`src/hw/rtl/bfg_pkg.sv`:
```
// Shared constants, field widths and lookup tables for the battery fuel gauge monitor.
package bfg_pkg;

	// Register indexes, taken from paddr[3:2].
	localparam logic [1:0] REG_CAPACITY = 2'd0;
	localparam logic [1:0] REG_UV_MV    = 2'd1;
	localparam logic [1:0] REG_DEBOUNCE = 2'd2;

	// Reset values of the configuration registers.
	localparam logic [14:0] CAPACITY_RST = 15'd3000;
	localparam logic [15:0] UV_MV_RST    = 16'd9600;
	localparam logic [15:0] DEBOUNCE_RST = 16'd1000;

	// Power state codes, in the order of their meaning.
	localparam logic [2:0] PS_UNKNOWN     = 3'd0;
	localparam logic [2:0] PS_IDLE        = 3'd1;
	localparam logic [2:0] PS_CHARGING    = 3'd2;
	localparam logic [2:0] PS_DISCHARGING = 3'd3;
	localparam logic [2:0] PS_OTG         = 3'd4;
	localparam logic [2:0] PS_UNDERVOLT   = 3'd5;
	localparam logic [2:0] PS_FAULT       = 3'd6;

	localparam int SOC_POINTS = 11;
	localparam int IN_BYTES   = 9;
	localparam int OUT_BYTES  = 7;
	localparam int DIV_W      = 32;
	localparam int DIVISOR_W  = 25;

	localparam logic [DIVISOR_W-1:0] MS_PER_HOUR = 25'd3600;
	localparam logic [DIVISOR_W-1:0] PCT_SCALE   = 25'd100;
	localparam logic [9:0]           UAH_PER_MAH = 10'd1000;

	// Voltage to state of charge breakpoints.
	localparam logic [15:0] SOC_MV [SOC_POINTS] = '{
		16'd9000, 16'd9600, 16'd9900, 16'd10500, 16'd10800, 16'd11100,
		16'd11400, 16'd11700, 16'd12000, 16'd12300, 16'd12600};
	localparam logic [6:0] SOC_PCT [SOC_POINTS] = '{
		7'd0, 7'd5, 7'd10, 7'd20, 7'd30, 7'd40, 7'd55, 7'd70, 7'd85, 7'd95, 7'd100};

endpackage

```
`src/hw/rtl/battery_fuel_gauge_monitor.sv`:
```
// Battery fuel gauge monitor: coulomb counter with voltage seeding and undervoltage debounce.
//
// Usage: each poll tick enters as one transfer on the s_ channel and leaves one result
// transfer on the m_ channel. Configuration (capacity, undervoltage threshold, debounce
// time) is written through the APB port; the user must write it only while no tick is in
// flight, which the block itself does not enforce. pready is always high. A tick is
// decoded first, then each division runs through one shared restoring divider that
// produces one quotient bit per cycle. A tick with invalid ADC readings skips the divider;
// a seeded tick takes one division with zero elapsed time and two divisions otherwise;
// the first valid tick seeds the charge from the voltage table and takes up to four
// divisions. A zero capacity skips the percent division. One tick is in work at a time.
// The result waits in an output register, so the next tick is taken while the receiver
// stalls; that tick then holds in its final state until the output register frees up.
// Reset clears the remaining charge to minus one, the seed flag, the debounce time and the
// held percent, and loads the register defaults.
module battery_fuel_gauge_monitor (
	input  logic        clk,
	input  logic        arst_n,
	input  logic        s_tvalid,
	output logic        s_tready,
	// [15:0] tick_ms, [16] device_present, [17] adc_valid, [33:18] vbat_mv,
	// [48:34] charge_ma, [63:49] discharge_ma, [64] charger_fault,
	// [65] charging_active, [66] otg_active, [67] comparator_high, [71:68] zero
	input  logic [71:0] s_tdata,
	output logic        m_tvalid,
	input  logic        m_tready,
	// [2:0] power_state, [18:3] battery_current, [44:19] remaining_uah,
	// [51:45] charge_pct, [52] uv_seen, [53] undervoltage_confirmed,
	// [55:54] zero
	output logic [55:0] m_tdata,
	input  logic        psel,
	input  logic        penable,
	input  logic        pwrite,
	input  logic [3:0]  paddr,
	input  logic [31:0] pwdata,
	output logic [31:0] prdata,
	output logic        pready
);

	localparam logic [3:0] S_IDLE  = 4'd0;
	localparam logic [3:0] S_PREP  = 4'd1;
	localparam logic [3:0] S_DIV   = 4'd2;
	localparam logic [3:0] S_SEED1 = 4'd3;
	localparam logic [3:0] S_SEED2 = 4'd4;
	localparam logic [3:0] S_INT   = 4'd5;
	localparam logic [3:0] S_INT2  = 4'd6;
	localparam logic [3:0] S_PCT   = 4'd7;
	localparam logic [3:0] S_PCT2  = 4'd8;
	localparam logic [3:0] S_FIN   = 4'd9;

	localparam int DW = bfg_pkg::DIV_W;
	localparam int VW = bfg_pkg::DIVISOR_W;

	logic [3:0]  state_q;
	logic [3:0]  div_next_q;
	logic [4:0]  div_cnt_q;
	logic [14:0] capacity_q;
	logic [15:0] uv_mv_q;
	logic [15:0] debounce_q;
	logic signed [25:0] remain_q;
	logic        seeded_q;
	logic [16:0] uv_time_q;
	logic [6:0]  percent_q;
	logic        m_tvalid_q;

	logic [15:0] elapsed_q;
	logic        present_q;
	logic        adc_valid_q;
	logic [15:0] mv_q;
	logic [14:0] chg_q;
	logic [14:0] dchg_q;
	logic        fault_q;
	logic        charging_q;
	logic        otg_q;
	logic        cmp_high_q;

	logic signed [15:0] current_q;
	logic        uv_raw_q;
	logic        uv_conf_q;
	logic [VW-1:0] cap1000_q;
	logic [6:0]  pbase_q;
	logic        neg_q;
	logic [DW-1:0] dvd_q;
	logic [VW-1:0] dvs_q;
	logic [VW-1:0] part_q;
	logic [55:0] m_tdata_q;

	logic s_fire;
	logic cfg_wr;
	logic out_free;

	// Current, undervoltage and table segment decode.
	logic signed [15:0] current_d;
	logic        uv_raw_d;
	logic        uv_conf_d;
	logic [16:0] uv_time_d;
	logic [3:0]  seg;
	logic [6:0]  pbase_d;
	logic [9:0]  off_d;
	logic [3:0]  pspan_d;
	logic [9:0]  vspan_d;

	// Divider step and arithmetic of the other states.
	logic [VW:0]   trial_in;
	logic [VW:0]   trial;
	logic          q_bit;
	logic [6:0]    seed_pct;
	logic signed [31:0] charge_prod;
	logic [31:0]   charge_mag;
	logic signed [26:0] delta;
	logic signed [26:0] sum;
	logic [25:0]   clamped;
	logic [2:0]    pstate;

	assign s_fire   = s_tvalid && s_tready;
	assign s_tready = (state_q == S_IDLE);
	assign cfg_wr   = psel && penable && pwrite && pready;
	assign out_free = !m_tvalid_q || m_tready;
	assign pready   = 1'b1;
	assign m_tvalid = m_tvalid_q;
	assign m_tdata  = m_tdata_q;

	always_comb begin
		case (paddr[3:2])
			bfg_pkg::REG_CAPACITY: prdata = {17'd0, capacity_q};
			bfg_pkg::REG_UV_MV:    prdata = {16'd0, uv_mv_q};
			bfg_pkg::REG_DEBOUNCE: prdata = {16'd0, debounce_q};
			default:               prdata = 32'd0;
		endcase
	end

	always_comb begin
		current_d = 16'sd0;
		if (adc_valid_q) begin
			if (charging_q && chg_q != 15'd0) begin
				current_d = $signed({1'b0, chg_q});
			end else if (dchg_q != 15'd0) begin
				current_d = -$signed({1'b0, dchg_q});
			end
		end

		uv_raw_d = (present_q && !cmp_high_q) || (adc_valid_q && (mv_q <= uv_mv_q));
		if (uv_raw_d) begin
			uv_time_d = (uv_time_q < {1'b0, debounce_q}) ? uv_time_q + {1'b0, elapsed_q}
				: uv_time_q;
			uv_conf_d = (uv_time_d >= {1'b0, debounce_q});
		end else begin
			uv_time_d = 17'd0;
			uv_conf_d = 1'b0;
		end

		// Lowest breakpoint at or above the voltage.
		seg = 4'd10;
		for (int k = bfg_pkg::SOC_POINTS - 1; k >= 1; k--) begin
			if (mv_q <= bfg_pkg::SOC_MV[k]) begin
				seg = 4'(k);
			end
		end
		if (mv_q <= bfg_pkg::SOC_MV[0]) begin
			pbase_d = bfg_pkg::SOC_PCT[0];
			off_d   = 10'd0;
			pspan_d = 4'd0;
			vspan_d = 10'd1;
		end else if (mv_q > bfg_pkg::SOC_MV[bfg_pkg::SOC_POINTS-1]) begin
			pbase_d = bfg_pkg::SOC_PCT[bfg_pkg::SOC_POINTS-1];
			off_d   = 10'd0;
			pspan_d = 4'd0;
			vspan_d = 10'd1;
		end else begin
			pbase_d = bfg_pkg::SOC_PCT[seg - 4'd1];
			off_d   = 10'(mv_q - bfg_pkg::SOC_MV[seg - 4'd1]);
			pspan_d = 4'(bfg_pkg::SOC_PCT[seg] - bfg_pkg::SOC_PCT[seg - 4'd1]);
			vspan_d = 10'(bfg_pkg::SOC_MV[seg] - bfg_pkg::SOC_MV[seg - 4'd1]);
		end
	end

	always_comb begin
		trial_in = {part_q, dvd_q[DW-1]};
		trial    = trial_in - {1'b0, dvs_q};
		q_bit    = (trial_in >= {1'b0, dvs_q});

		seed_pct    = pbase_q + dvd_q[6:0];
		charge_prod = current_q * $signed({1'b0, elapsed_q});
		charge_mag  = charge_prod[31] ? 32'(-charge_prod) : 32'(charge_prod);

		// The integration quotient stays below 2^20.
		delta = neg_q ? -$signed({6'd0, dvd_q[20:0]}) : $signed({6'd0, dvd_q[20:0]});
		sum   = {remain_q[25], remain_q} + delta;
		if (sum < 27'sd0) begin
			clamped = 26'd0;
		end else if (sum > $signed({2'b00, cap1000_q})) begin
			clamped = {1'b0, cap1000_q};
		end else begin
			clamped = sum[25:0];
		end

		if (fault_q) begin
			pstate = bfg_pkg::PS_FAULT;
		end else if (uv_conf_q) begin
			pstate = bfg_pkg::PS_UNDERVOLT;
		end else if (otg_q) begin
			pstate = bfg_pkg::PS_OTG;
		end else if (charging_q) begin
			pstate = bfg_pkg::PS_CHARGING;
		end else if (current_q < 16'sd0) begin
			pstate = bfg_pkg::PS_DISCHARGING;
		end else if (present_q) begin
			pstate = bfg_pkg::PS_IDLE;
		end else begin
			pstate = bfg_pkg::PS_UNKNOWN;
		end
	end

	// Control and architectural state.
	always_ff @(posedge clk or negedge arst_n) begin
		if (!arst_n) begin
			state_q    <= S_IDLE;
			div_next_q <= S_IDLE;
			div_cnt_q  <= 5'd0;
			capacity_q <= bfg_pkg::CAPACITY_RST;
			uv_mv_q    <= bfg_pkg::UV_MV_RST;
			debounce_q <= bfg_pkg::DEBOUNCE_RST;
			remain_q   <= -26'sd1;
			seeded_q   <= 1'b0;
			uv_time_q  <= 17'd0;
			percent_q  <= 7'd0;
			m_tvalid_q <= 1'b0;
		end else begin
			if (cfg_wr) begin
				case (paddr[3:2])
					bfg_pkg::REG_CAPACITY: capacity_q <= pwdata[14:0];
					bfg_pkg::REG_UV_MV:    uv_mv_q    <= pwdata[15:0];
					bfg_pkg::REG_DEBOUNCE: debounce_q <= pwdata[15:0];
					default: ;
				endcase
			end
			// A new result may replace the one leaving in the same cycle.
			if (state_q == S_FIN && out_free) begin
				m_tvalid_q <= 1'b1;
			end else if (m_tready) begin
				m_tvalid_q <= 1'b0;
			end
			case (state_q)
				S_IDLE: begin
					if (s_fire) begin
						state_q <= S_PREP;
					end
				end
				S_PREP: begin
					uv_time_q <= uv_time_d;
					div_cnt_q <= 5'd0;
					if (!adc_valid_q) begin
						state_q <= S_FIN;
					end else if (!seeded_q) begin
						state_q    <= S_DIV;
						div_next_q <= S_SEED1;
					end else if (elapsed_q != 16'd0) begin
						state_q <= S_INT;
					end else begin
						state_q <= S_PCT;
					end
				end
				S_DIV: begin
					div_cnt_q <= div_cnt_q + 5'd1;
					if (div_cnt_q == 5'(DW - 1)) begin
						state_q <= div_next_q;
					end
				end
				S_SEED1: begin
					state_q    <= S_DIV;
					div_next_q <= S_SEED2;
				end
				S_SEED2: begin
					remain_q <= $signed({1'b0, dvd_q[24:0]});
					seeded_q <= 1'b1;
					state_q  <= (elapsed_q != 16'd0) ? S_INT : S_PCT;
				end
				S_INT: begin
					state_q    <= S_DIV;
					div_next_q <= S_INT2;
				end
				S_INT2: begin
					remain_q <= $signed(clamped);
					state_q  <= S_PCT;
				end
				S_PCT: begin
					if (cap1000_q == '0) begin
						state_q <= S_FIN;
					end else begin
						state_q    <= S_DIV;
						div_next_q <= S_PCT2;
					end
				end
				S_PCT2: begin
					percent_q <= dvd_q[6:0];
					state_q   <= S_FIN;
				end
				S_FIN: begin
					if (out_free) begin
						state_q <= S_IDLE;
					end
				end
				default: state_q <= S_IDLE;
			endcase
		end
	end

	// Datapath: latched tick, serial divider and the output register.
	always_ff @(posedge clk) begin
		if (s_fire) begin
			elapsed_q  <= s_tdata[15:0];
			present_q  <= s_tdata[16];
			adc_valid_q <= s_tdata[17];
			mv_q       <= s_tdata[33:18];
			chg_q      <= s_tdata[48:34];
			dchg_q     <= s_tdata[63:49];
			fault_q    <= s_tdata[64];
			charging_q <= s_tdata[65];
			otg_q      <= s_tdata[66];
			cmp_high_q <= s_tdata[67];
		end
		case (state_q)
			S_PREP: begin
				current_q <= current_d;
				uv_raw_q  <= uv_raw_d;
				uv_conf_q <= uv_conf_d;
				cap1000_q <= VW'({10'd0, capacity_q} * {15'd0, bfg_pkg::UAH_PER_MAH});
				pbase_q   <= pbase_d;
				dvd_q     <= {22'd0, off_d} * {28'd0, pspan_d};
				dvs_q     <= VW'(vspan_d);
				part_q    <= '0;
			end
			S_DIV: begin
				part_q <= q_bit ? trial[VW-1:0] : trial_in[VW-1:0];
				dvd_q  <= {dvd_q[DW-2:0], q_bit};
			end
			S_SEED1: begin
				dvd_q  <= {7'd0, cap1000_q} * {25'd0, seed_pct};
				dvs_q  <= bfg_pkg::PCT_SCALE;
				part_q <= '0;
			end
			S_INT: begin
				neg_q  <= charge_prod[31];
				dvd_q  <= charge_mag;
				dvs_q  <= bfg_pkg::MS_PER_HOUR;
				part_q <= '0;
			end
			S_PCT: begin
				dvd_q  <= DW'({7'd0, remain_q[24:0]} * 32'd100) + DW'(cap1000_q[VW-1:1]);
				dvs_q  <= cap1000_q;
				part_q <= '0;
			end
			S_FIN: begin
				if (out_free) begin
					m_tdata_q <= {2'b00, uv_conf_q, uv_raw_q, percent_q, remain_q,
						current_q, pstate};
				end
			end
			default: ;
		endcase
	end

endmodule

```
`config.mk`:
```
export PLATFORM = sky130hd
export DESIGN_NAME = battery_fuel_gauge_monitor
export DESIGN_NICKNAME = d
export VERILOG_FILES = /design/src/hw/rtl/bfg_pkg.sv /design/src/hw/rtl/battery_fuel_gauge_monitor.sv
export SDC_FILE = /design/constraint.sdc
export NUM_CORES = 2
export LEC_CHECK = 0
export BUFFER_PORTS_ARGS = -buffer_cell sky130_fd_sc_hd__buf_2
export CAP_MARGIN = 25
export CORE_MARGIN = 2
export CORE_UTILIZATION = 50
export CTS_CLUSTER_SIZE = 8
export DETAILED_ROUTE_END_ITERATION = 16
export GPL_ROUTABILITY_DRIVEN = 0
export PLACE_DENSITY = 0.76
export SLEW_MARGIN = 25
export SYNTH_ARGS = -nofsm -noshare
export SYNTH_HDL_FRONTEND = slang
export SYNTH_SLANG_ARGS = --single-unit
```
`constraint.sdc`:
```
create_clock -name clk -period 8.6 [get_ports clk]
set_input_delay 0.43 -clock clk [delete_from_list [all_inputs] [get_ports clk]]
set_output_delay 0.43 -clock clk [all_outputs]
set_load 0.01 [all_outputs]
```
==> metrics <==
die area 0.0894 mm^2; gr usage total 26.7%; die width 299 um; Gate Count Post-Synth 4669; Area growth syn-to-layout 10.1%; number of synthesized register bits 363; initial antenna violation count 4; met1 GRT Util 35.4%; WHS 0.0150 ns; CTS tree yes; layout cells sized above 1 9.54%; most common cell after layout, fill and taps aside inv_1; Rows 108; DRC violations left 0; fill count 7565; clk_lat worst skew 0.65 ns; Final Cycle Share 94.4%; CP top delay family compound AO/OA/AOI/OAI gates; DRT Pass-1 Iters 6; most frequent cells in the layout inv_1 (625), ha_1 (501), nand2_1 (485); diode count 0; synthesis warning total 0; drt first-iter violations 3541; Vias 35439; busiest grt layer met2; Die Y 299 um; Via-to-Cell Ratio 5.87; sequential share of the synthesized area 23.9%; cell taking the most area after synthesis fa_1; crit start category register; Worst Path Required 8.99 ns; antenna-violating nets left 0; Slew HR 28.3%; Max Freq 0.123 GHz; Slew Limit Fails 0; drt total wl 120 mm; clock tree root driver cell clkbuf_16; final setup vio count 0; top_reg_cell synth edfxtp_1; global-route wire length before repair 190 mm; Inserted Clock Buffers 53; Final Hold Fails 0; clk_skew 0.0204 ns; synthesized area per cell 9.32 um^2; I/O Buffers 164; IO Pins 206; wire per inst 19.8 um; EDFF count, synth 251; Initial Util 50.3%; critical path type reg2reg; core region area 0.0865 mm^2; CP max FO 10; largest net degree at the start of global routing 64; slowest CP cell fa_1; Max Cap Viol 0; Post-Syn Area 0.0435 mm^2; Crit path top cell by count o21ai_0; area share of the largest cell type after synthesis 17.8%; unique cell type count in the Yosys netlist 96; slowest stage delay, CP 0.51 ns; Layout Nets 5845; final core utilization 55.4%; DP HPWL 91.0 mm; GRT overflow 0; Post-synth ARST share 30.9%; Global Route met2 Usage 42.7%; vias in the first global route 35375; outcome complete, no violations; met3 GRT Util 4.67%; Slew @ Worst Pin 1.07 ns; Register Area 0.0104 mm^2; multi-input logic area 0.0301 mm^2; worst hold path class in2reg; clock-pin slew on the worst setup and hold paths 0.07 ns; Synth area leaders fa_1 (18%), edfxtp_1 (17%), ha_1 (14%); CTS Sinks 363; WP data arrival 8.50 ns; Tmin final 8.12 ns; Buffers & Inverters on Critical Path 1; CP endpoint kind register; H-tree lvl count 2; CTS Buffer Depth 3
## registers in the layout, indices dropped and copies added (netlist names), 4 cells and up
| signal | flops |
|---|---|
| cap1000_q | 22 |
| capacity_q | 15 |
| chg_q | 15 |
| current_q | 16 |
| dchg_q | 15 |
| debounce_q | 16 |
| div_cnt_q | 5 |
| div_next_q | 4 |
| dvd_q | 32 |
| dvs_q | 24 |
| elapsed_q | 16 |
| m_tdata | 54 |
| mv_q | 16 |
| part_q | 25 |
| pbase_q | 7 |
| percent_q | 7 |
| remain_q | 26 |
| state_q | 4 |
| uv_mv_q | 16 |
| uv_time_q | 17 |
## synthesized netlist by cell type (12+ instances only)
library cell / number
a21oi_1: 228
o221ai_2: 17
nor2_1: 233
a31oi_1: 23
mux2i_1: 56
dfstp_2: 43
ha_1: 502
o21ai_0: 211
nand4_1: 31
clkbuf_1: 149
a211oi_1: 35
nand2_1: 485
fa_1: 386
xor2_1: 91
nor3_1: 72
o221ai_1: 12
or3_1: 34
nor3b_1: 13
o211ai_1: 24
xnor2_1: 157
and2_1: 139
or2_2: 26
nand3_1: 62
dfrtp_1: 69
edfxtp_1: 251
o21a_1: 36
o21bai_1: 29
o22ai_1: 21
a21o_1: 110
o31ai_1: 27
inv_1: 626
nor2b_1: 44
buf_2: 15
and3_1: 21
buf_4: 21
nand2b_1: 62
a221oi_1: 12
nor4_1: 30
a22o_1: 12
mux2_2: 52
nand3b_1: 30
## repair_timing
item / in CTS / in global routing
resized for setup: 0 / 12
setup endpoints to repair: 0 / 2
hold buffers: 69 / 0
buffers inserted: 0 / 5
hold endpoints to repair: 100 / 0
## kinds of logic after synthesis
logic type,after synthesis,synth area share (%)
compound gates,915,14.0
xor+xnor,250,5.08
fa+ha+maj,888,32.2
buf+inv,824,7.41
flops,363,23.9
mux,109,2.66
other cells,2,0.0173
simple gates,1318,14.8
## worst register-to-register path, delay by kind of cell (launching register included)
kind,cells,cell delay (ns)
adders and majority gates,6,2.33
DFF,1,0.48
and+or+nand+nor,4,1.41
xor gates and xnor gates,2,0.32
buffers and inverters,1,0.06
AOI/OAI and AO/OA,16,3.25
## routing by layer
| layer | vias to the layer above | share of wire, % | routed length (um) |
|---|---|---|---|
| met4 | 6 | 5.0 | 6040 |
| met5 | - | 0.037 | 44 |
| met2 | 1678 | 45 | 54200 |
| met3 | 353 | 9.3 | 11100 |
| li1 | 16297 | - | - |
| met1 | 17105 | 40 | 48500 |
## through the flow
step	worst slack [ns]	std cells	instance area, um^2	TNS, ns
floorplan	1.06	4686	43600	0
global placement	0.525	5868	45500	0
detailed placement	0.434	5868	45500	0
CTS	0.405	6035	47800	0
global route	-0.0528	6040	47900	-0.0528
finish	0.483	6040	47900	0
## final cells by class
class                      count  area share, %
clock buffer                  92           3.14
clock inverter                 6          0.280
tap                         1155           3.02
multi-input combinational   3499           62.8
inverter                     629           4.93
timing repair buffer         296           4.15
sequential                   363           21.7
## final timing paths
path / start / to / slack, ns / cells past startpoint
min in group asynchronous: arst_n / uv_time_q[15]$_DFFE_PN0P_ / 0.35 / 2
max in group asynchronous: arst_n / percent_q[3]$_DFFE_PN0P_ / 6.85 / 3
hold reg to reg: uv_raw_q$_DFFE_PP_ / m_tdata[52]$_DFFE_PP_ / 0.44 / 0
setup reg to reg: mv_q[14]$_DFFE_PP_ / dvd_q[13]$_DFFE_PP_ / 0.48 / 29
setup / recovery: mv_q[14]$_DFFE_PP_ / dvd_q[13]$_DFFE_PP_ / 0.48 / 29
hold / removal: pwdata[15] / debounce_q[15]$_DFFE_PN0P_ / 0.02 / 3
Power is not shown: default switching activity piles up to over one toggle a cycle in this logic, so the estimate is an artifact.
